`src/design/lpsi_pkg.sv`:
```
package lpsi_pkg;

    // fraction bits of t
    localparam int FRAC_BITS = 16;

    // sensor level clamp
    localparam logic [6:0] LEVEL_MAX = 7'd100;

    // quadratic terms
    localparam int COEF_W = 12;
    localparam int DISC_W = 22;

    // square root: 16 radicand pairs plus FRAC_BITS extra steps
    localparam int SQ_STEPS = 16 + FRAC_BITS;
    localparam int ROOT_W   = SQ_STEPS;
    localparam int REM_W    = ROOT_W + 2;

    // root numerator and divider
    localparam int NUM_W = FRAC_BITS + 14;
    localparam int DIV_W = NUM_W - 1;
    localparam int DEN_W = 12;

    typedef struct packed {
        logic [6:0] level_0;
        logic [6:0] level_1;
        logic [6:0] level_2;
        logic [6:0] level_3;
        logic [6:0] level_4;
        logic [6:0] level_5;
    } t_in;

    typedef struct packed {
        logic [6:0] line_position;
        logic [2:0] peak_sensor;
        logic [2:0] segment_index;
        logic       root_found;
    } t_out;

    typedef struct packed {
        logic [2:0]               peak;
        logic [2:0]               seg;
        logic signed [COEF_W-1:0] qa;
        logic signed [COEF_W-1:0] qb;
        logic                     real_roots;
    } t_side;

    typedef struct packed {
        logic [2:0]           peak;
        logic [2:0]           seg;
        logic                 found;
        logic [FRAC_BITS-1:0] tq;
    } t_res;

endpackage

```
`src/design/lpsi_root.sv`:
```
module lpsi_root (
    input  logic                        i_clk,
    input  logic                        i_rst_n,
    input  logic                        i_en,
    input  logic                        i_valid,
    input  lpsi_pkg::t_side             i_side,
    input  logic [lpsi_pkg::ROOT_W-1:0] i_root,
    output logic                        o_valid,
    output lpsi_pkg::t_res              o_res
);

    localparam int F  = lpsi_pkg::FRAC_BITS;
    localparam int NW = lpsi_pkg::NUM_W;
    localparam int DW = lpsi_pkg::DIV_W;
    localparam int EW = lpsi_pkg::DEN_W;

    logic signed [NW-1:0] mb, sv, n1, n2, lim, nsel, nabs;
    logic [lpsi_pkg::COEF_W-1:0] aabs;
    logic pos, ok1, ok2;

    assign mb   = -(NW'(i_side.qb) <<< F);
    assign sv   = NW'(i_root);
    assign n1   = mb + sv;
    assign n2   = mb - sv;
    assign lim  = NW'(i_side.qa) <<< (F + 1);
    assign pos  = !i_side.qa[lpsi_pkg::COEF_W-1];
    assign ok1  = i_side.real_roots && (pos ? (n1 > 0 && n1 < lim) : (n1 < 0 && n1 > lim));
    assign ok2  = i_side.real_roots && (pos ? (n2 > 0 && n2 < lim) : (n2 < 0 && n2 > lim));
    assign nsel = ok1 ? n1 : n2;
    assign nabs = nsel[NW-1] ? -nsel : nsel;
    assign aabs = pos ? i_side.qa : -i_side.qa;

    // select stage
    logic          r_v0;
    logic [2:0]    r_peak0, r_seg0;
    logic          r_found0;
    logic [DW-1:0] r_num0;
    logic [EW-1:0] r_den0;

    always_ff @(posedge i_clk) begin
        if (!i_rst_n) begin
            r_v0 <= 1'b0;
        end else if (i_en) begin
            r_v0 <= i_valid;
        end
    end

    always_ff @(posedge i_clk) begin
        if (i_en) begin
            r_peak0  <= i_side.peak;
            r_seg0   <= i_side.seg;
            r_found0 <= ok1 || ok2;
            r_num0   <= nabs[DW-1:0];
            r_den0   <= {aabs[EW-2:0], 1'b0};
        end
    end

    // restoring divider, one quotient bit per stage
    logic          r_v    [F];
    logic [2:0]    r_peak [F];
    logic [2:0]    r_seg  [F];
    logic          r_fnd  [F];
    logic [DW-1:0] r_rem  [F];
    logic [EW-1:0] r_den  [F];
    logic [F-1:0]  r_q    [F];

    for (genvar j = 0; j < F; j++) begin : g_div
        logic          v_in, f_in;
        logic [2:0]    pk_in, sg_in;
        logic [DW-1:0] rem_in, sh;
        logic [EW-1:0] den_in;
        logic [F-1:0]  q_in;
        logic          ge;

        if (j == 0) begin : g_first
            assign v_in   = r_v0;
            assign f_in   = r_found0;
            assign pk_in  = r_peak0;
            assign sg_in  = r_seg0;
            assign rem_in = r_num0;
            assign den_in = r_den0;
            assign q_in   = '0;
        end else begin : g_next
            assign v_in   = r_v[j-1];
            assign f_in   = r_fnd[j-1];
            assign pk_in  = r_peak[j-1];
            assign sg_in  = r_seg[j-1];
            assign rem_in = r_rem[j-1];
            assign den_in = r_den[j-1];
            assign q_in   = r_q[j-1];
        end

        assign sh = DW'(den_in) << (F - 1 - j);
        assign ge = rem_in >= sh;

        always_ff @(posedge i_clk) begin
            if (!i_rst_n) begin
                r_v[j] <= 1'b0;
            end else if (i_en) begin
                r_v[j] <= v_in;
            end
        end

        always_ff @(posedge i_clk) begin
            if (i_en) begin
                r_fnd[j]  <= f_in;
                r_peak[j] <= pk_in;
                r_seg[j]  <= sg_in;
                r_den[j]  <= den_in;
                r_rem[j]  <= ge ? rem_in - sh : rem_in;
                r_q[j]    <= {q_in[F-2:0], ge};
            end
        end
    end

    assign o_valid     = r_v[F-1];
    assign o_res.peak  = r_peak[F-1];
    assign o_res.seg   = r_seg[F-1];
    assign o_res.found = r_fnd[F-1];
    assign o_res.tq    = r_fnd[F-1] ? r_q[F-1] : '0;

endmodule

```
`config.mk`:
```
export PLATFORM = sky130hd
export DESIGN_NAME = lpsi_root
export DESIGN_NICKNAME = d
export VERILOG_FILES = /design/src/design/lpsi_pkg.sv /design/src/design/lpsi_root.sv
export SDC_FILE = /design/constraint.sdc
export NUM_CORES = 1
export LEC_CHECK = 0
export BUFFER_PORTS_ARGS = -buffer_cell sky130_fd_sc_hd__buf_2
export CAP_MARGIN = 20
export CELL_PAD_IN_SITES_DETAIL_PLACEMENT = 0
export CELL_PAD_IN_SITES_GLOBAL_PLACEMENT = 2
export CORE_UTILIZATION = 45
export CTS_CLUSTER_SIZE = 10
export DETAILED_ROUTE_END_ITERATION = 10
export PLACE_DENSITY = 0.78
export SLEW_MARGIN = 5
export SYNTH_ARGS = -nofsm -noshare
export SYNTH_HDL_FRONTEND = slang
export SYNTH_SLANG_ARGS = --single-unit
```
`constraint.sdc`:
```
create_clock -name i_clk -period 6.6 [get_ports i_clk]
set_input_delay 0.33 -clock i_clk [delete_from_list [all_inputs] [get_ports i_clk]]
set_output_delay 0.33 -clock i_clk [all_outputs]
set_load 0.005 [all_outputs]
```
==> results.yml <==
clock_tree:
  cts_resized: 0
  clkLatencyLatePin_ns: 0.68
  numCtsBuffers: 105
  cts_sinks: 912
  cts_tree: "done"
  clk_pin_slew_worst_paths_ns: 0.06
  clk_path_buf_depth: 3
  htreeDepth: 3
  root_buffer: "clkbuf_16"
synthesis:
  synth.avg_cell_area_um2: 12.4
  synth_edf_count: 910
  synth_cells: 3601
  syn_area_um2: 44500
  ys_seq_elements: 912
  yosys_warnings: 0
  yosysSeqAreaShare_pct: 61.5
  yosys_most_used_dff: "edfxtp_1"
  synth.distinct_cells: 86
  async_flop_share_pct: 0
  syn_nets: 3917
global_routing:
  grt_pass1_wl_mm: 151
  first_global_vias: 27000
  grt_antenna_before_repair: 2
  grtUsageMet3_pct: 3.24
  met2_usage_pct: 30.3
  grt_util_met1_pct: 26.8
  grt.busiest_layer: "met2"
  grt_max_degree: 186
  grt.total_usage_pct: 19.3
  grt_overflow: 0
cells_and_area:
  layout.nets: 4086
  nFillCells: 8513
  area_delta_synth_final_pct: 11.8
  multi_input_area_um2: 15600
  seq_area_um2: 27400
  drive_above_1_share_pct: 7.96
  utilization_pct: 50.7
timing:
  skew_ns: 0.0287
  min_period_ns: 6.01
  hold_viol: 0
  relSlewSlack_pct: 22.5
  setup_viol: 0
  worst_pin_slew_ns: 1.16
  slew_violations: 0
  rsz0062_at_grt: "no"
  clock.fmax_mhz: 166
  period_share_pct: 91.0
  fin_hold_ws_ns: 0.0341
critical_path:
  arrival_ns: 6.42
  cpPeakStageDelay_ns: 0.55
  path_cells: "buf_2 -> nor4_2 -> nand2_1 -> or3_1 -> xor2_1 -> ha_1 -> nor4_1 -> nand2_1 -> o21ai_1 -> nor4b_1 -> a311oi_1 -> inv_1 -> ha_1 -> nand4_1 -> or4_1 -> o211a_1 -> mux2_2 -> nand3_2 -> buf_4 -> nand2b_1 -> a211oi_1 -> nand4_1 -> o21ai_1 -> xor2_1"
  crit_type: "in -> reg"
  startpoint_type: "input pin"
  worst_path_max_delay_cell: "or4_1"
  crit_required_ns: 7.01
  end_kind: "register"
  critPathMaxFanout: 10
power:
  peakVddDrop_mv: 0.224
  p_per_area_nw_per_um2: 364
  leakage_nw: 18.8
place:
  dp_hpwl_mm: 70.1
  gp_congestion: 0.880
  portBuffers: 88
detailed_routing:
  dr.pass1.iters: 5
  drt_iter0_markers: 2127
  vias_per_cell: 5.39
  wl_per_cell_um: 18.9
  ant_nets: 0
  drc: 0
  totalWireLength_mm: 96.3
  vias: 27500
floorplanning:
  die_area_um2: 100000
  die_h_um: 317
  row_count: 115
  fp.coreArea_um2: 98300
  start_util_pct: 45.3
  die_x_um: 317
  ios: 91
outcome:
  status: "complete, no violations"
flow_run:
  maxCapViolCount: 0
hold_path:
  hold_class: "in -> reg"
-- synth_stat cells, drive strengths merged (60+ instances only) --
cell / count / area, um^2
nor2: 216 / 813
nand2: 265 / 995
edfxtp: 910 / 27300
clkbuf: 60 / 225
inv: 351 / 1320
ha: 233 / 2920
o21ai: 208 / 1050
a21oi: 157 / 790
o31ai: 62 / 475
xnor2: 148 / 1300
xor2: 124 / 1090
nor3: 93 / 470
nor4: 69 / 459
-- registers in the layout, summed over array words and instances (netlist names) --
signal / count
g_div.pk_in: 3
r_seg: 48
g_div.den_in: 11
r_den: 165
g_div.rem_in: 29
r_peak: 48
r_v: 16
g_div.f_in: 1
r_rem: 435
r_q: 136
g_div.sg_in: 3
g_div.v_in: 1
r_fnd: 16
-- cell type report --
cell class | count | area share [%]
Antenna cell | 1 | 0.00503
Inverter | 351 | 2.65
Clock buffer | 139 | 5.64
Sequential cell | 912 | 55.0
Tap cell | 1287 | 3.23
Clock inverter | 16 | 0.400
Timing Repair Buffer | 139 | 1.87
Multi-Input combinational cell | 2261 | 31.2
-- worst paths after layout --
kind,start,to,slack (ns),cells after the start
max,i_side[6],g_div[0].rem_in[22]$_DFFE_PP_,0.59,24
max reg2reg,r_rem[0][185]$_DFFE_PP_,r_rem[0][227]$_DFFE_PP_,2.04,16
min reg2reg,r_q[0][83]$_DFFE_PP_,r_q[0][100]$_DFFE_PP_,0.41,0
min,i_side[17],g_div[0].den_in[5]$_DFFE_PP_,0.03,2
-- kinds of logic after synthesis --
group                      after synthesis  synth area share [%]
AOI/OAI and AO/OA                      650                  9.16
xor gates and xnor gates               272                  5.37
adders and majority gates              249                  7.27
buffers and inverters                  428                  3.69
DFF                                    912                  61.5
muxes                                   37                 0.865
and+or+nand+nor                       1053                  12.2
-- timing repair --
| action | CTS | global route |
|---|---|---|
| endpoints found under the setup margin | 0 | 0 |
| buffers inserted | 0 | 0 |
| hold buffers | 12 | 0 |
| endpoints found under the hold margin | 12 | 0 |
-- power breakdown --
group / internal, mW / switching [mW] / leakage, nW
combinational: 1.92 / 2.58 / 8.62
sequential: 7.73 / 0.698 / 8.78
clock: 2.98 / 2.20 / 1.45
-- cells in the final DEF, fill, tap and decap left out, drive strengths merged, types with 69 or more instances in the layout --
cell and n:
xnor2 148, nor2 216, o21ai 208, nand2 265
nor3 93, clkbuf 139, nor4 69, a21oi 157
edfxtp 910, buf 127, xor2 124, inv 351
ha 233
-- layer usage --
layer,routed length [um],vias up,part of all wire [%]
met5,16,-,0.017
met4,2980,2,3.1
met3,4860,149,5.0
met2,44100,645,46
met1,44400,13300,46
li1,-,13500,-
-- worst max-delay path: cells and delay by family --
kind                       cells  cell delay (ns)
AOI/OAI and AO/OA              5             1.74
xor gates and xnor gates       2             0.27
adders and majority gates      2             0.71
buffers and inverters          3             0.45
muxes                          1             0.30
and+or+nand+nor               11             2.62
-- stage by stage --
step / power [mW] / instances / setup TNS, ns / setup slack [ns] / instance area, um^2
after floorplan: 11.5 / 3601 / 0 / 0.725 / 44500
after global placement: 12.9 / 4937 / 0 / 0.0422 / 46600
after detailed placement: 13.0 / 4937 / -0.0677 / -0.0677 / 46600
after CTS: 18.3 / 5104 / 0 / 0.646 / 49800
after global routing: 19.2 / 5106 / 0 / 0.0840 / 49800
final: 18.1 / 5106 / 0 / 0.593 / 49800
Power figures use the tool's default switching activity.
