`src/design/lpsi_pkg.sv`:
```
package lpsi_pkg;

    // fraction bits of t
    localparam int FRAC_BITS = 16;

    // sensor level clamp
    localparam logic [6:0] LEVEL_MAX = 7'd100;

    // quadratic terms
    localparam int COEF_W = 12;
    localparam int DISC_W = 22;

    // square root: 16 radicand pairs plus FRAC_BITS extra steps
    localparam int SQ_STEPS = 16 + FRAC_BITS;
    localparam int ROOT_W   = SQ_STEPS;
    localparam int REM_W    = ROOT_W + 2;

    // root numerator and divider
    localparam int NUM_W = FRAC_BITS + 14;
    localparam int DIV_W = NUM_W - 1;
    localparam int DEN_W = 12;

    typedef struct packed {
        logic [6:0] level_0;
        logic [6:0] level_1;
        logic [6:0] level_2;
        logic [6:0] level_3;
        logic [6:0] level_4;
        logic [6:0] level_5;
    } t_in;

    typedef struct packed {
        logic [6:0] line_position;
        logic [2:0] peak_sensor;
        logic [2:0] segment_index;
        logic       root_found;
    } t_out;

    typedef struct packed {
        logic [2:0]               peak;
        logic [2:0]               seg;
        logic signed [COEF_W-1:0] qa;
        logic signed [COEF_W-1:0] qb;
        logic                     real_roots;
    } t_side;

    typedef struct packed {
        logic [2:0]           peak;
        logic [2:0]           seg;
        logic                 found;
        logic [FRAC_BITS-1:0] tq;
    } t_res;

endpackage

```
`src/design/lpsi_sqrt.sv`:
```
module lpsi_sqrt (
    input  logic                        i_clk,
    input  logic                        i_rst_n,
    input  logic                        i_en,
    input  logic                        i_valid,
    input  lpsi_pkg::t_side             i_side,
    input  logic [lpsi_pkg::DISC_W-1:0] i_disc,
    output logic                        o_valid,
    output lpsi_pkg::t_side             o_side,
    output logic [lpsi_pkg::ROOT_W-1:0] o_root
);

    localparam int N  = lpsi_pkg::SQ_STEPS;
    localparam int RW = lpsi_pkg::ROOT_W;
    localparam int MW = lpsi_pkg::REM_W;

    logic            r_v    [N];
    lpsi_pkg::t_side r_side [N];
    logic [31:0]     r_d    [N];
    logic [MW-1:0]   r_rem  [N];
    logic [RW-1:0]   r_root [N];

    for (genvar k = 0; k < N; k++) begin : g_step
        logic            v_in;
        lpsi_pkg::t_side side_in;
        logic [31:0]     d_in;
        logic [MW-1:0]   rem_in, rem_sh, trial;
        logic [RW-1:0]   root_in;
        logic [1:0]      pair;

        if (k == 0) begin : g_first
            assign v_in    = i_valid;
            assign side_in = i_side;
            assign d_in    = 32'(i_disc);
            assign rem_in  = '0;
            assign root_in = '0;
        end else begin : g_next
            assign v_in    = r_v[k-1];
            assign side_in = r_side[k-1];
            assign d_in    = r_d[k-1];
            assign rem_in  = r_rem[k-1];
            assign root_in = r_root[k-1];
        end

        // two radicand bits per step, zeros once the disc is used up
        if (k < 16) begin : g_pair
            assign pair = d_in[31-2*k -: 2];
        end else begin : g_zero
            assign pair = 2'b00;
        end

        assign rem_sh = {rem_in[MW-3:0], pair};
        assign trial  = {root_in, 2'b01};

        always_ff @(posedge i_clk) begin
            if (!i_rst_n) begin
                r_v[k] <= 1'b0;
            end else if (i_en) begin
                r_v[k] <= v_in;
            end
        end

        always_ff @(posedge i_clk) begin
            if (i_en) begin
                r_side[k] <= side_in;
                r_d[k]    <= d_in;
                if (rem_sh >= trial) begin
                    r_rem[k]  <= rem_sh - trial;
                    r_root[k] <= {root_in[RW-2:0], 1'b1};
                end else begin
                    r_rem[k]  <= rem_sh;
                    r_root[k] <= {root_in[RW-2:0], 1'b0};
                end
            end
        end
    end

    assign o_valid = r_v[N-1];
    assign o_side  = r_side[N-1];
    assign o_root  = r_root[N-1];

endmodule

```
`config.mk`:
```
export PLATFORM = sky130hd
export DESIGN_NAME = lpsi_sqrt
export DESIGN_NICKNAME = d
export VERILOG_FILES = /design/src/design/lpsi_pkg.sv /design/src/design/lpsi_sqrt.sv
export SDC_FILE = /design/constraint.sdc
export NUM_CORES = 2
export LEC_CHECK = 0
export BUFFER_PORTS_ARGS = -buffer_cell sky130_fd_sc_hd__clkbuf_2
export CORE_MARGIN = 8
export CORE_UTILIZATION = 55
export CTS_BUF_LIST = sky130_fd_sc_hd__clkbuf_2 sky130_fd_sc_hd__clkbuf_4 sky130_fd_sc_hd__clkbuf_8
export CTS_CLUSTER_SIZE = 30
export DETAILED_ROUTE_END_ITERATION = 12
export GPL_TIMING_DRIVEN = 0
export PLACE_DENSITY = 0.71
export SYNTH_ARGS = -nofsm -noshare
export SYNTH_HDL_FRONTEND = slang
export SYNTH_MEMORY_MAX_BITS = 65536
export SYNTH_SLANG_ARGS = --single-unit
```
`constraint.sdc`:
```
create_clock -name i_clk -period 3.8 [get_ports i_clk]
set_input_delay 0.76 -clock i_clk [delete_from_list [all_inputs] [get_ports i_clk]]
set_output_delay 0.76 -clock i_clk [all_outputs]
set_load 0.005 [all_outputs]
```
==> results.sh <==
export IMPL_finish_utilization=0.621
export IMPL_standard_cell_rows=168
export IMPL_ys_dominant_reg_cell="edfxtp_1"
export IMPL_die_area_mm2=0.225
export IMPL_hold_path_class="input pin to register"
export IMPL_drc=0
export IMPL_grt_antenna_before_repair=9
export IMPL_setup_viol=0
export IMPL_boundaryPins=121
export IMPL_setup_repair_after_global_routing_missed_its_margin="true"
export IMPL_max_cap_viol_count=0
export IMPL_worst_flop_to_flop_path_startpoint="r_rem[1][307]$_DFFE_PP_"
export IMPL_min_delay_path_depth=1
export IMPL_seq_area_frac_synth=0.682
export IMPL_post_route_cells_drive_above_1_share=0.122
export IMPL_finalHoldViolCount=0
export IMPL_critical_path_startpoint_type="input pin"
export IMPL_synth_fp_nets=8981
export IMPL_fin_nets=9633
export IMPL_worst_setup_path_end_kind="register"
export IMPL_critical_path_slowest_cell="nor4b_1"
export IMPL_routed_wire_length_per_instance_um=18.1
export IMPL_tightest_slew_ns=1.20
export IMPL_longest_clk_path_bufs=4
export IMPL_relative_max_transition_margin=0.188
export IMPL_gr_total_overflow=0
export IMPL_fillers=15606
export IMPL_p_leak_nw=49.0
export IMPL_arrival_ns=4.44
export IMPL_result_of_the_run="complete, no violations"
export IMPL_ff_latch_area_mm2=0.0787
export IMPL_detail_route_first_pass_iterations=6
export IMPL_dp_final_hpwl_mm=157
export IMPL_initialDrtViolationCount=4540
export IMPL_max_stage_delay_ns=0.51
export IMPL_min_to="r_side[0][2]$_DFFE_PP_"
export IMPL_die_width_um=474
export IMPL_share_comb_of_total_power=0.180
export IMPL_synth_async_sr_flop_share=0
export IMPL_clock_network_latency_to_the_later_pin_of_the_worst_skew_pair_ns=1.08
export IMPL_clock_sinks=2622
export IMPL_grt_pass1_wl_mm=344
export IMPL_worst_setup_hold_path_clk_slew_ns=0.06
export IMPL_setup_reg_to_reg_worst_slack_ns=0.13
export IMPL_post_synth_main_area_contributors="edfxtp_1, ha_1, xor2_1"
export IMPL_synth_lib_cells_used_distinct=94
export IMPL_ir_drop_mv=0.386
export IMPL_worst_r2r_endpoint="r_rem[1][368]$_DFFE_PP_"
export IMPL_worst_hold_startpoint="i_en"
export IMPL_synth_edff_count=2620
export IMPL_syn_cell_area_mm2=0.115
export IMPL_fp_dieH_um=474
export IMPL_fin_crit_ns=3.68
export IMPL_max_clock_freq_mhz=271
export IMPL_setup_worst_path_class="input pin to register"
export IMPL_yosys_reg_bits=2622
export IMPL_ordered_list_of_cells_on_the_worst_path="clkbuf_8, buf_16, buf_16, clkinvlp_4, clkbuf_4, nor4_2, and3_1, nand3_1, nor4b_1, clkbuf_2, clkbuf_2, o21ai_0"
export IMPL_numCtsBuffers=419
export IMPL_io_buffers=119
export IMPL_cts_root_buf="clkbuf_8"
export IMPL_postRouteWirelength_mm=220
export IMPL_power_switching_fraction=0.269
export IMPL_p_per_area_mw_per_mm2=573
export IMPL_power_share_sequential=0.507
export IMPL_global_route_usage_total=0.191
export IMPL_grt_start_max_net_pins=133
export IMPL_share_of_the_clock_period_used_by_the_worst_path_after_layout=0.970
export IMPL_power_share_clock=0.313
export IMPL_p_sw_mw=20.0
export IMPL_setup_tns_final_ns=0
export IMPL_synth_warnings=0
export IMPL_via_count=66425
export IMPL_ff2ff_path_depth=14
export IMPL_cts_tree="yes"
export IMPL_synthDominantAreaCellType="edfxtp_1"
export IMPL_core_area_mm2=0.209
export IMPL_postRouteAntennaNets=0
export IMPL_syn_instance_count=8403
export IMPL_multiInputGateArea_mm2=0.0342
export IMPL_worst_endpoint_required_ns=4.56
export IMPL_first_global_vias=65832
export IMPL_skew_ns=0.0917
export IMPL_intPower_mw=54.4
export IMPL_gp_congestion=0.925
export IMPL_initial_utilization=0.552
export IMPL_final_max_slew_violation_count=0
export IMPL_vias_per_cell=5.45
export IMPL_htreeDepth=5
export IMPL_area_growth_pct=12.5
export IMPL_synth_avg_cell_area_um2=13.7
export IMPL_crit_path_max_fanout=56
export IMPL_netlist_area_leader_share=0.682
[power by group through the flow]
stage / Combinational [mW] / Sequential (mW) / Clock [mW]
6_report: 13.4 / 37.7 / 23.3
5_1_grt: 14.9 / 38.0 / 25.3
4_1_cts: 13.1 / 37.7 / 24.1
3_5_place_dp: 12.9 / 38.3 / 0
3_3_place_gp: 12.5 / 38.9 / 0
2_1_floorplan: 9.75 / 37.5 / 0
[cell families (layout without fill, tap and decap cells)]
kind of cell	Yosys count	after routing	synth area share
flops	2622	2622	0.682
simple gates	2106	2106	0.0896
compound gates	1592	1592	0.0856
buf+inv	807	1776	0.0266
xor+xnor	677	677	0.0514
fa+ha+maj	521	521	0.0576
mux	77	77	0.00732
other cells	1	7	0.0000325
[registers in the layout, indices dropped and copies added (netlist names)]
register / count
r_side: 992
r_d: 220
r_v: 32
r_root: 480
r_rem: 898
[worst max-delay path, delay by kind of cell]
family / cells / cell delay [ns]
buf+inv: 7 / 2.00
simple gates: 4 / 1.30
compound gates: 1 / 0.21
[layer usage]
layer / up-vias / global-route usage / wire length (µm)
li1: 32569 / - / -
met1: 31556 / 0.245 / 93800
met4: 0 / 0.0751 / 7730
met2: 1811 / 0.322 / 107000
met5: - / 0 / 0
met3: 489 / 0.0368 / 11800
[layout by cell type, fill, tap and decap left out, types with 35 or more instances in the layout]
cell,synthesis,routed
a211oi_1,65,62
a21o_1,202,200
a21oi_1,405,398
a31oi_1,47,42
and3_1,72,71
buf_4,1,35
clkbuf_1,147,55
clkbuf_2,1,186
clkbuf_4,0,143
clkbuf_8,0,428
clkinv_1,1,90
clkinv_2,0,55
dlygate4sd3_1,0,55
edfxtp_1,2620,2620
ha_1,504,503
inv_1,639,637
mux2_2,59,59
nand2_1,609,608
nand2b_1,99,99
nand3_1,130,127
nand4_1,46,46
nor2_1,481,480
nor2b_1,73,73
nor3_1,198,195
nor4_1,106,94
o21a_1,83,82
o21ai_0,498,484
o21bai_1,41,41
or2_2,36,36
or3_1,69,67
or4_1,54,53
xnor2_1,328,326
xor2_1,349,349
[repair_timing]
item,4_1_cts,5_1_grt
endpoints found under the hold margin,57,0
resized for setup,113,116
endpoints found under the setup margin,675,457
pin swaps,5,13
hold buffers,55,0
setup buffers,6,23
gates cloned,1,1
[cell usage after synthesis, types with 15 or more instances]
| library cell | instances |
|---|---|
| nand3b_1 | 31 |
| nand2_1 | 609 |
| nand3_1 | 130 |
| o41ai_1 | 15 |
| mux2i_1 | 18 |
| fa_1 | 17 |
| o211ai_1 | 34 |
| and3_1 | 72 |
| nand4_1 | 46 |
| o21a_1 | 83 |
| nor3b_1 | 16 |
| nand2b_1 | 99 |
| xnor2_1 | 328 |
| o31ai_1 | 36 |
| o21bai_1 | 41 |
| a21o_1 | 202 |
| or4_1 | 54 |
| a21oi_1 | 405 |
| mux2_2 | 59 |
| a31oi_1 | 47 |
| and2_1 | 21 |
| nor2b_1 | 73 |
| xor2_1 | 349 |
| nor3_1 | 198 |
| clkbuf_1 | 147 |
| a21boi_0 | 29 |
| nor4_1 | 106 |
| nor2_1 | 481 |
| a211oi_1 | 65 |
| ha_1 | 504 |
| o21ai_0 | 498 |
| or2_2 | 36 |
| inv_1 | 639 |
| edfxtp_1 | 2620 |
| or3_1 | 69 |
[per-stage QoR]
| stage | total power [mW] | hold WS (ns) | setup slack, ns | area (µm²) | instances |
|---|---|---|---|---|---|
| 5_1_grt | 78.2 | 0.0871 | -0.0713 | 130000 | 12180 |
| 3_5_place_dp | 51.2 | 0.405 | -3.21 | 120000 | 11357 |
| 4_1_cts | 75.0 | 0.0456 | 0.00246 | 129000 | 12153 |
| 6_report | 74.4 | 0.186 | 0.115 | 130000 | 12183 |
| 3_3_place_gp | 51.4 | 0.400 | -31.02 | 120000 | 11327 |
| 2_1_floorplan | 47.3 | 0.400 | 0.333 | 115000 | 8403 |
[area by class of cell]
cell class / count / share of cell area
inverter: 640 / 0.0185
antenna: 6 / 0.000116
buffer: 163 / 0.00639
clock inverter: 184 / 0.0104
timing repair buffer: 235 / 0.0160
sequential: 2622 / 0.606
multi-input combinational: 4974 / 0.263
tap: 2805 / 0.0270
clock buffer: 554 / 0.0525
[worst max-delay path by stage]
stage / depth (start not counted) / to / from / slack, ns
2_1_floorplan: 14 / r_rem[1][371]$_DFFE_PP_ / r_rem[1][307]$_DFFE_PP_ / 0.33
3_3_place_gp: 10 / r_rem[1][38]$_DFFE_PP_ / i_en / -31.02
3_5_place_dp: 9 / r_v[0][13]$_DFFE_PP_ / i_en / -3.21
4_1_cts: 14 / r_rem[1][283]$_DFFE_PP_ / r_rem[1][239]$_DFFE_PP_ / 0.002
5_1_grt: 14 / r_rem[1][368]$_DFFE_PP_ / r_rem[1][307]$_DFFE_PP_ / -0.07
6_report: 12 / r_rem[0][420]$_DFFE_PP_ / i_en / 0.12
No activity file was read; power rests on OpenSTA's default activity.
