`config.mk`:
```
export PLATFORM = sky130hd
export DESIGN_NAME = lpsi_front
export DESIGN_NICKNAME = d
export VERILOG_FILES = /design/src/design/lpsi_pkg.sv /design/src/design/lpsi_front.sv
export SDC_FILE = /design/constraint.sdc
export NUM_CORES = 1
export LEC_CHECK = 0
export BUFFER_PORTS_ARGS = -buffer_cell sky130_fd_sc_hd__buf_4
export CORE_ASPECT_RATIO = 0.9
export CORE_UTILIZATION = 30
export CTS_BUF_LIST = sky130_fd_sc_hd__clkbuf_16
export DETAILED_ROUTE_END_ITERATION = 12
export SLEW_MARGIN = 10
export SYNTH_ARGS = -nofsm -noshare
export SYNTH_HDL_FRONTEND = slang
export SYNTH_SLANG_ARGS = --single-unit
```
`constraint.sdc`:
```
create_clock -name i_clk -period 15.1 [get_ports i_clk]
set_input_delay 1.51 -clock i_clk [delete_from_list [all_inputs] [get_ports i_clk]]
set_output_delay 1.51 -clock i_clk [all_outputs]
set_load 0.05 [all_outputs]
```
`src/design/lpsi_pkg.sv`:
```
package lpsi_pkg;

    // fraction bits of t
    localparam int FRAC_BITS = 16;

    // sensor level clamp
    localparam logic [6:0] LEVEL_MAX = 7'd100;

    // quadratic terms
    localparam int COEF_W = 12;
    localparam int DISC_W = 22;

    // square root: 16 radicand pairs plus FRAC_BITS extra steps
    localparam int SQ_STEPS = 16 + FRAC_BITS;
    localparam int ROOT_W   = SQ_STEPS;
    localparam int REM_W    = ROOT_W + 2;

    // root numerator and divider
    localparam int NUM_W = FRAC_BITS + 14;
    localparam int DIV_W = NUM_W - 1;
    localparam int DEN_W = 12;

    typedef struct packed {
        logic [6:0] level_0;
        logic [6:0] level_1;
        logic [6:0] level_2;
        logic [6:0] level_3;
        logic [6:0] level_4;
        logic [6:0] level_5;
    } t_in;

    typedef struct packed {
        logic [6:0] line_position;
        logic [2:0] peak_sensor;
        logic [2:0] segment_index;
        logic       root_found;
    } t_out;

    typedef struct packed {
        logic [2:0]               peak;
        logic [2:0]               seg;
        logic signed [COEF_W-1:0] qa;
        logic signed [COEF_W-1:0] qb;
        logic                     real_roots;
    } t_side;

    typedef struct packed {
        logic [2:0]           peak;
        logic [2:0]           seg;
        logic                 found;
        logic [FRAC_BITS-1:0] tq;
    } t_res;

endpackage

```
`src/design/lpsi_front.sv`:
```
module lpsi_front (
    input  logic                     i_clk,
    input  logic                     i_rst_n,
    input  logic                     i_en,
    input  logic                     i_valid,
    input  lpsi_pkg::t_in            i_data,
    output logic                     o_valid,
    output lpsi_pkg::t_side          o_side,
    output logic [lpsi_pkg::DISC_W-1:0] o_disc
);

    localparam int CW = lpsi_pkg::COEF_W;

    logic [6:0] lv [6];
    logic [6:0] raw [6];
    logic [6:0] best;
    logic [2:0] pk;
    logic [2:0] sg;
    logic [6:0] p0, p1, p2, p3;
    logic signed [CW-1:0] s0, s1, s2, s3, c1, c2, c3;

    // stage 1 registers
    logic                 r_v1;
    logic [2:0]           r_peak1, r_seg1;
    logic signed [CW-1:0] r_qa, r_qb, r_qc;

    // stage 2
    logic signed [24:0] n_disc;
    logic signed [24:0] sq_b, prod_ac;
    logic               r_v2;
    lpsi_pkg::t_side    r_side;
    logic [lpsi_pkg::DISC_W-1:0] r_disc;

    assign raw[0] = i_data.level_0;
    assign raw[1] = i_data.level_1;
    assign raw[2] = i_data.level_2;
    assign raw[3] = i_data.level_3;
    assign raw[4] = i_data.level_4;
    assign raw[5] = i_data.level_5;

    always_comb begin
        for (int i = 0; i < 6; i++) begin
            lv[i] = (raw[i] > lpsi_pkg::LEVEL_MAX) ? lpsi_pkg::LEVEL_MAX : raw[i];
        end
        // first strongest wins
        best = 7'd0;
        pk   = 3'd0;
        for (int i = 0; i < 6; i++) begin
            if (lv[i] > best) begin
                best = lv[i];
                pk   = 3'(i);
            end
        end
    end

    always_comb begin
        sg = pk;
        p0 = lv[0];
        p1 = lv[0];
        p2 = lv[1];
        p3 = lv[2];
        case (pk)
            3'd0, 3'd1: begin
                if (pk == 3'd1 && lv[0] > lv[2]) begin
                    sg = 3'd0;
                end
            end
            3'd2: begin
                if (lv[1] < lv[3]) begin
                    p0 = lv[1]; p1 = lv[2]; p2 = lv[3]; p3 = lv[4];
                end else begin
                    p0 = lv[0]; p1 = lv[1]; p2 = lv[2]; p3 = lv[3];
                    sg = 3'd1;
                end
            end
            3'd3: begin
                if (lv[2] < lv[4]) begin
                    p0 = lv[2]; p1 = lv[3]; p2 = lv[4]; p3 = lv[5];
                end else begin
                    p0 = lv[1]; p1 = lv[2]; p2 = lv[3]; p3 = lv[4];
                    sg = 3'd2;
                end
            end
            3'd4, 3'd5: begin
                p0 = lv[3]; p1 = lv[4]; p2 = lv[5]; p3 = lv[5];
            end
            default: begin
                sg = 3'd0;
            end
        endcase
    end

    assign s0 = signed'({5'd0, p0});
    assign s1 = signed'({5'd0, p1});
    assign s2 = signed'({5'd0, p2});
    assign s3 = signed'({5'd0, p3});
    assign c1 = s2 - s0;
    assign c2 = (s0 <<< 1) - (s1 <<< 2) - s1 + (s2 <<< 2) - s3;
    assign c3 = s3 - s0 + (s1 <<< 1) + s1 - (s2 <<< 1) - s2;

    always_ff @(posedge i_clk) begin
        if (!i_rst_n) begin
            r_v1 <= 1'b0;
        end else if (i_en) begin
            r_v1 <= i_valid;
        end
    end

    always_ff @(posedge i_clk) begin
        if (i_en) begin
            r_peak1 <= pk;
            r_seg1  <= sg;
            r_qa    <= (c3 <<< 1) + c3;
            r_qb    <= c2 <<< 1;
            r_qc    <= c1;
        end
    end

    assign sq_b    = r_qb * r_qb;
    assign prod_ac = r_qa * r_qc;
    assign n_disc  = sq_b - (prod_ac <<< 2);

    always_ff @(posedge i_clk) begin
        if (!i_rst_n) begin
            r_v2 <= 1'b0;
        end else if (i_en) begin
            r_v2 <= r_v1;
        end
    end

    always_ff @(posedge i_clk) begin
        if (i_en) begin
            r_side.peak       <= r_peak1;
            r_side.seg        <= r_seg1;
            r_side.qa         <= r_qa;
            r_side.qb         <= r_qb;
            r_side.real_roots <= (r_qa != '0) && !n_disc[24];
            r_disc            <= n_disc[lpsi_pkg::DISC_W-1:0];
        end
    end

    assign o_valid = r_v2;
    assign o_side  = r_side;
    assign o_disc  = r_disc;

endmodule

```
==> results of run 1 <==
==> registers in the layout (all words and copies together) (netlist names) <==
register / flops
o_disc: 20
o_side: 30
o_valid: 1
r_peak1: 3
r_qa: 12
r_qb: 11
r_qc: 8
r_seg1: 3
r_v1: 1
==> layout by cell type, fill, tap and decap left out, types with 5 or more instances in the layout <==
cell type,instances
or2_2,8
nand4_1,7
a211o_1,6
and3_1,6
and2_1,105
inv_1,345
clkbuf_16,9
nand3_1,24
nand2_1,114
edfxtp_1,87
o21bai_1,17
buf_4,168
mux2i_1,6
a21o_1,29
a21oi_1,94
nand2b_1,28
nor2b_1,19
xor2_1,28
xnor2_1,75
or3_1,8
a31oi_1,16
nor2_1,84
a22oi_1,9
o21ai_0,63
a221oi_1,10
ha_1,215
o221ai_1,7
a2bb2oi_1,5
fa_1,220
a211oi_1,10
a221o_1,7
o21a_1,10
nor3_1,20
o211ai_1,8
o22ai_1,22
==> layout make-up <==
| class | instances | area share |
|---|---|---|
| Clock buffer | 9 | 0.0116 |
| Clock inverter | 7 | 0.00400 |
| Inverter | 346 | 0.0670 |
| Multi-Input combinational cell | 1363 | 0.666 |
| Sequential cell | 89 | 0.137 |
| Tap cell | 756 | 0.0487 |
| Timing Repair Buffer | 169 | 0.0660 |
==> stage by stage <==
step / setup WS, ns / area (sq um) / util
global route: 0.0352 / 19400 / 0.346
CTS: 0.522 / 19300 / 0.345
finish: 0.819 / 19400 / 0.346
detailed placement: 0.163 / 19000 / 0.340
global placement: 0.318 / 19000 / 0.340
floorplan: 0.667 / 17100 / -
==> final timing paths <==
check                                start    endpoint  slack (ns)  cells past startpoint
worst min-delay path             r_seg1[2]  o_side[27]        0.42                      0
worst max register to register     r_qb[1]   o_side[0]        8.01                     22
worst max-delay path            i_data[37]    r_qa[11]        0.82                     67
worst min register to register   r_seg1[2]  o_side[27]        0.42                      0
==> metal layers <==
layer  GRT usage  vias up  part of all wire  wire length, um
li1            -     6423                 -                -
met4      0.0523        2             0.028             1270
met1       0.213     6759              0.44            20400
met5           0        -            0.0012               57
met3      0.0165       87             0.046             2110
met2       0.283      362              0.48            22400
==> critical path: cells and delay by family <==
family | cells | cell delay (ns)
AOI/OAI and AO/OA | 29 | 5.66
and+or+nand+nor | 18 | 2.80
xor gates and xnor gates | 3 | 0.44
adders and majority gates | 10 | 3.16
buffers and inverters | 7 | 0.79
==> logic make-up (layout without fill, tap and decap cells) <==
| logic type | Yosys count | in the layout | share of synthesized area |
|---|---|---|---|
| XOR/XNOR | 105 | 105 | 0.0545 |
| flip-flops | 89 | 89 | 0.155 |
| AND/OR/NAND/NOR | 444 | 444 | 0.132 |
| other | 1 | 3 | 0.000219 |
| multiplexers | 10 | 10 | 0.00614 |
| AO/OA/AOI/OAI | 366 | 366 | 0.145 |
| adder cells (fa/ha/maj) | 435 | 435 | 0.414 |
| buffers and inverters | 410 | 531 | 0.0933 |
==> timing repair <==
action,4_1_cts,5_1_grt
resized for setup,0,15
setup buffers,0,3
hold buffers,0,0
setup endpoints to repair,0,7
==> impl_metrics.env, run 1 <==
export IMPL_grt_pass1_vias=14308
export IMPL_first_iter_violations=789
export IMPL_critPathRequiredTime_ns=15.22
export IMPL_die_area_sq_um=58000
export IMPL_async_flop_share=0
export IMPL_grt_use_total=0.164
export IMPL_slowest_stage="fa_1"
export IMPL_cts_made_buffers=9
export IMPL_gr_total_overflow=0
export IMPL_clk_pin_slew_ns=0.07
export IMPL_worst_slew_pin_slew_ns=0.928
export IMPL_synthDistinctLibCells=80
export IMPL_arrival_ns=14.40
export IMPL_ant_nets=0
export IMPL_place_inst=2720
export IMPL_synth_area_leaders="fa_1, ha_1, edfxtp_1"
export IMPL_endpoint_kind="register"
export IMPL_multi_input_area_sq_um=12900
export IMPL_drive_gt1_frac=0.115
export IMPL_start_util=0.306
export IMPL_area_delta_synth_final_pct=13.4
export IMPL_antenna_cells=0
export IMPL_yosysTopAreaCellShare=0.257
export IMPL_ys_seq_area_frac=0.155
export IMPL_clk_latency_ns=0.37
export IMPL_cts_htree_levels=3
export IMPL_synth_edf_count=87
export IMPL_whs_ns=0.419
export IMPL_synth_most_common_cell="inv_1"
export IMPL_slowest_delay_ns=0.48
export IMPL_fin_crit_ns=14.28
export IMPL_avgRoutedWirePerCell_um=16.9
export IMPL_yosys_warnings=0
export IMPL_min_path_type="reg2reg"
export IMPL_cpMostUsedCell="ha_1"
export IMPL_synth_ff_type="edfxtp_1"
export IMPL_startpoint_type="input port"
export IMPL_maxSlewViolCount=0
export IMPL_dpl_hpwl_um=38300
export IMPL_final_setup_tns_ns=0
export IMPL_path_class="in2reg"
export IMPL_antenna_found_initial=1
export IMPL_num_vias=13633
export IMPL_die_y_um=229
export IMPL_rsz0062_at_grt="false"
export IMPL_cts_max_path_buffers=2
export IMPL_slew_headroom=0.381
export IMPL_status="finished clean"
export IMPL_synth_avg_cell_area_sq_um=9.21
export IMPL_die_w_um=254
export IMPL_grt_pass1_wl_um=75100
export IMPL_nets=2459
export IMPL_core_sq_um=56000
export IMPL_fin_crit_sh=0.946
export IMPL_grt_max_degree=67
export IMPL_dr_pass1_iters=6
export IMPL_hold_viol_final=0
export IMPL_setup_viol=0
export IMPL_crit_path_max_fanout=16
export IMPL_ios=100
export IMPL_drv_cap=0
export IMPL_fin_skew_ns=0.0142
export IMPL_port_buffers=96
export IMPL_netlist_area_sq_um=17100
export IMPL_netlist_instances=1860
export IMPL_clock_sinks=89
export IMPL_routed_wirelength_um=46200
export IMPL_fill_cells=5797
export IMPL_gp_congestion=0.943
export IMPL_fmax_mhz=70.0
export IMPL_root_buffer="clkbuf_16"
export IMPL_routed_via_density=4.98
export IMPL_synth_common_cells="inv_1, fa_1, ha_1, nand2_1, and2_1"
export IMPL_synth_area_leader_cell="fa_1"
export IMPL_route_detailed_drc=0
export IMPL_ff_latch_area_sq_um=2650
export IMPL_yosys_register_bits=89
export IMPL_num_rows=82
export IMPL_layoutNonFillerInstCount=2739
export IMPL_cts_tree="done"
Power of run 1 is left out: the tool's default activity adds up to more than one toggle a clock period on the data nets, which glitch-free logic cannot reach.
==> inputs of run 2 (changes only) <==
ABC_AREA = 1   (was unset)
CORE_UTILIZATION = 41   (was 30)
HOLD_SLACK_MARGIN = 0.12   (was unset)
==> run 2 against run 1 <==
Compared with the run above: critical path depth grew 4; worst hold slack gained 0.0018 ns; routed wire length grew 0.63%; core utilization grew 10 points; sequential share of layout area grew 0.058 points; clock skew shrank 0.0071 ns; sequential cell count is the same; via count grew 5.7%; die area shrank 23%; final area shrank 0.43%; critical path type unchanged; critical endpoint unchanged.
==> impl_metrics.env, run 2 <==
export IMPL_status="finished clean"
export IMPL_antenna_cells=0
export IMPL_avgRoutedWirePerCell_um=16.3
export IMPL_synth_compound_area_frac=0.103
export IMPL_final_setup_tns_ns=0
export IMPL_synthDistinctLibCells=61
export IMPL_first_iter_violations=836
export IMPL_layout_commonest_cell="inv_1"
export IMPL_port_buffers=96
export IMPL_rsz0062_at_grt="false"
export IMPL_grt_pass1_vias=14977
export IMPL_worst_slew_pin_slew_ns=1.09
export IMPL_yosys_register_bits=89
export IMPL_largest_reg_flops=30
export IMPL_slew_headroom=0.275
export IMPL_cts_setup_buffers=0
export IMPL_grt_max_degree=72
export IMPL_slowest_stage="o21ai_0"
export IMPL_ant_nets=0
export IMPL_num_vias=14409
export IMPL_netlist_area_sq_um=17900
export IMPL_cts_resized=0
export IMPL_fin_crit_sh=0.893
export IMPL_start_util=0.416
export IMPL_ios=100
export IMPL_async_flop_share=0
export IMPL_synth_area_leaders="fa_1, ha_1, edfxtp_1"
export IMPL_yosys_area_share_xor_xnor=0.0509
export IMPL_clk_pin_slew_ns=0.08
export IMPL_synth_fa_ha_area_frac=0.397
export IMPL_synth_ff_type="edfxtp_1"
export IMPL_synth_mux_area_frac=0
export IMPL_synth_edf_count=87
export IMPL_maxSlewViolCount=0
export IMPL_crit_path_max_fanout=20
export IMPL_synth_common_cells="inv_1, nand2_1, fa_1, ha_1"
export IMPL_endpoint_kind="register"
export IMPL_fmax_mhz=74.2
export IMPL_area_delta_synth_final_pct=8.08
export IMPL_cpMostUsedCell="nand2_1"
export IMPL_hold_viol_final=0
export IMPL_die_w_um=222
export IMPL_root_buffer="clkbuf_16"
export IMPL_num_rows=72
export IMPL_setup_viol=0
export IMPL_whs_ns=0.421
export IMPL_slowest_delay_ns=0.56
export IMPL_arrival_ns=13.60
export IMPL_fin_skew_ns=0.00716
export IMPL_critPathRequiredTime_ns=15.23
export IMPL_synth_simple_area_share=0.168
export IMPL_yosysTopAreaCellShare=0.246
export IMPL_cts_hold_buf=0
export IMPL_routed_via_density=5.05
export IMPL_route_detailed_drc=0
export IMPL_cts_made_buffers=9
export IMPL_cts_htree_levels=3
export IMPL_routed_wirelength_um=46500
export IMPL_drive_gt1_frac=0.0817
export IMPL_cts_max_path_buffers=2
export IMPL_ys_seq_area_frac=0.148
export IMPL_die_y_um=200
export IMPL_core_sq_um=43000
export IMPL_clock_sinks=89
export IMPL_nets=2777
export IMPL_synth_most_common_cell="inv_1"
export IMPL_synth_top_family_by_area="adder cells"
export IMPL_fin_crit_ns=13.48
export IMPL_clk_latency_ns=0.36
export IMPL_grt_use_total=0.219
export IMPL_die_area_sq_um=44500
export IMPL_yosys_warnings=0
export IMPL_antenna_found_initial=0
export IMPL_gp_congestion=0.963
export IMPL_grt_pass1_wl_um=77000
export IMPL_netlist_instances=2247
export IMPL_dr_pass1_iters=6
export IMPL_min_path_type="reg2reg"
export IMPL_synth_area_leader_cell="fa_1"
export IMPL_cts_tree="done"
export IMPL_drv_cap=0
export IMPL_startpoint_type="input port"
export IMPL_dpl_hpwl_um=38900
export IMPL_final_cell_mix="inv_1, nand2_1, fa_1, ha_1"
export IMPL_synth_avg_cell_area_sq_um=7.96
export IMPL_path_class="in2reg"
export IMPL_gr_total_overflow=0
-- run 2: cell count changes after synthesis, sizes merged, moves of 23 or more --
cell,change
a21oi,+23
and2,-100
inv,+202
nand2,+347
nand2b,-28
nand3,+35
nor2,+32
o21ai,+44
xnor2,-39
xor2,+38
-- run 2: final timing paths --
path / startpoint / slack, ns / end / cells after the start
worst max register to register: r_qb[11] / 7.81 / o_side[0] / 26
worst min register to register: r_peak1[1] / 0.42 / o_side[29] / 0
worst min-delay path: r_peak1[1] / 0.42 / o_side[29] / 0
worst max-delay path: i_data[28] / 1.62 / r_qa[11] / 71
-- run 2: final cells by class --
class | instances | area [sq um]
Clock inverter | 7 | 86.3
Fill cell | 4265 | 23600
Multi-Input combinational cell | 1548 | 12900
Timing Repair Buffer | 98 | 736
Tap cell | 555 | 694
Sequential cell | 89 | 2650
Inverter | 550 | 2070
Clock buffer | 9 | 225
-- run 2: cell families after synthesis --
group / Yosys count
and+or+nand+nor: 696
xor gates and xnor gates: 103
DFF: 89
AOI/OAI and AO/OA: 311
other: 1
buffers and inverters: 612
adders and majority gates: 435
-- run 2: worst max-delay path: cells and delay by family --
kind,cells,cell delay (ns)
AND/OR/NAND/NOR,36,4.17
XOR/XNOR,1,0.14
adder cells (fa/ha/maj),10,3.79
AO/OA/AOI/OAI,14,2.78
buffers and inverters,10,1.18
-- run 2: layer usage --
metal | GRT usage | up-vias | wire (um)
met1 | 0.284 | 6987 | 20300
met5 | 0 | - | 0
met2 | 0.391 | 304 | 23400
met4 | 0.0546 | 0 | 930
li1 | - | 7061 | -
met3 | 0.0177 | 57 | 1810
-- run 2: through the flow --
stage / setup WS [ns] / utilization / instance area (sq um) / cells
3_3_place_gp: 1.61 / 0.443 / 19000 / 2840
6_report: 1.62 / 0.450 / 19300 / 2856
2_1_floorplan: 2.90 / - / 17900 / 2249
4_1_cts: 1.74 / 0.450 / 19300 / 2856
5_1_grt: 0.581 / 0.450 / 19300 / 2856
3_5_place_dp: 1.38 / 0.443 / 19000 / 2840
Power of run 2 is left out for the same reason.
==> inputs of run 3 (changes only) <==
MAX_ROUTING_LAYER = met4   (was unset)
==> run 3 against run 2 <==
Compared with the run above: die area unchanged; via count about the same; clock-buffer cell count unchanged; clock skew increased by 0.0080 ns; non-clock buffer count decreased by 1; critical path type unchanged; highest routed layer unchanged.
==> impl_metrics.env, run 3 (synthesis gave the netlist of run 2 again) <==
export IMPL_clk_pin_slew_ns=0.08
export IMPL_endpoint_kind="register"
export IMPL_fin_skew_ns=0.0151
export IMPL_grt_use_total=0.222
export IMPL_arrival_ns=13.57
export IMPL_crit_path_max_fanout=20
export IMPL_final_setup_tns_ns=0
export IMPL_hold_viol_final=0
export IMPL_clk_latency_ns=0.37
export IMPL_critical_path_top_delay_family="simple AND/OR/NAND/NOR gates"
export IMPL_grt_max_degree=72
export IMPL_area_delta_synth_final_pct=8.04
export IMPL_gp_congestion=0.954
export IMPL_ant_nets=0
export IMPL_die_area_sq_um=44500
export IMPL_ff_latch_area_sq_um=2650
export IMPL_dr_pass1_iters=7
export IMPL_cts_setup_buffers=0
export IMPL_cts_htree_levels=3
export IMPL_min_path_type="reg2reg"
export IMPL_first_iter_violations=813
export IMPL_critPathRequiredTime_ns=15.23
export IMPL_cts_resized=0
export IMPL_gr_total_overflow=0
export IMPL_nets=2776
export IMPL_num_vias=14418
export IMPL_path_class="in2reg"
export IMPL_status="finished clean"
export IMPL_slowest_delay_ns=0.57
export IMPL_grt_pass1_wl_um=75600
export IMPL_root_buffer="clkbuf_16"
export IMPL_port_buffers=96
export IMPL_routed_wirelength_um=46300
export IMPL_drv_cap=0
export IMPL_maxSlewViolCount=0
export IMPL_multi_input_area_sq_um=12900
export IMPL_antenna_cells=0
export IMPL_setup_viol=0
export IMPL_route_detailed_drc=0
export IMPL_rsz0062_at_grt="false"
export IMPL_cts_max_path_buffers=2
export IMPL_final_cell_mix="inv_1, nand2_1, fa_1, ha_1"
export IMPL_die_w_um=222
export IMPL_slew_headroom=0.285
export IMPL_ios=100
export IMPL_worst_slew_pin_slew_ns=1.06
export IMPL_layout_commonest_cell="inv_1"
export IMPL_slowest_stage="o21ai_0"
export IMPL_core_sq_um=43000
export IMPL_cts_made_buffers=9
export IMPL_fin_crit_sh=0.890
export IMPL_dpl_hpwl_um=38600
export IMPL_startpoint_type="input port"
export IMPL_cts_hold_buf=0
export IMPL_drive_gt1_frac=0.0813
export IMPL_antenna_found_initial=0
export IMPL_fin_crit_ns=13.43
export IMPL_avgRoutedWirePerCell_um=16.2
export IMPL_grt_pass1_vias=14655
export IMPL_largest_reg_flops=30
export IMPL_cts_tree="done"
export IMPL_num_rows=72
export IMPL_die_y_um=200
export IMPL_fill_cells=4241
export IMPL_start_util=0.416
export IMPL_routed_via_density=5.05
export IMPL_clock_sinks=89
export IMPL_worst_path_buf_inv=8
export IMPL_fmax_mhz=74.4
export IMPL_cpMostUsedCell="nand2_1"
## run 3: metal layers
| layer | global-route usage | wire [um] |
|---|---|---|
| met1 | 0.278 | 20300 |
| met2 | 0.370 | 22300 |
| met3 | 0.0216 | 1960 |
| met4 | 0.0823 | 1640 |
| met5 | - | 0 |
## run 3: final timing paths
check                                start         end  slack [ns]  cells past startpoint
worst max-delay path            i_data[28]    r_qa[10]        1.67                     69
worst min-delay path            r_peak1[1]  o_side[29]        0.43                      0
worst max register to register    r_qb[11]   o_side[0]        7.76                     26
worst min register to register  r_peak1[1]  o_side[29]        0.43                      0
## run 3: worst reg2reg max path, cell delays in order (launching register included)
cell and delay (ns):
edfxtp_1 0.78, inv_1 0.29, or2_2 0.36, fa_1 0.53, inv_1 0.05, fa_1 0.50
fa_1 0.53, fa_1 0.52, fa_1 0.51, ha_1 0.36, a21oi_1 0.16, o21ai_0 0.14
a21o_1 0.19, nor2_1 0.14, o21ai_0 0.12, xor2_1 0.17, ha_1 0.37, nand2_1 0.11
inv_1 0.09, nand3_1 0.08, nor2_1 0.16, nand4_1 0.12, nand4_1 0.17, nand2_1 0.07
o211ai_1 0.10, xor2_1 0.34, nor2_1 0.10
## run 3: cell type report
| type | count | area share |
|---|---|---|
| clock buffers | 9 | 0.0117 |
| clock inverters | 7 | 0.00447 |
| inverters | 550 | 0.107 |
| multi-input cells | 1548 | 0.666 |
| flip-flops and latches | 89 | 0.137 |
| well taps | 555 | 0.0359 |
| repair buffers | 97 | 0.0377 |
## run 3: metrics by stage
stage | util | setup WS, ns | std cells | hold WS, ns | cell area (sq um)
after floorplan | - | 2.90 | 2249 | 0.400 | 17900
after global placement | 0.442 | 1.65 | 2839 | 0.403 | 19000
after detailed placement | 0.442 | 1.39 | 2839 | 0.412 | 19000
after CTS | 0.450 | 1.75 | 2855 | 0.431 | 19300
after global routing | 0.450 | 0.607 | 2855 | 0.436 | 19300
final | 0.450 | 1.67 | 2855 | 0.425 | 19300
Power of run 3 is left out for the same reason.
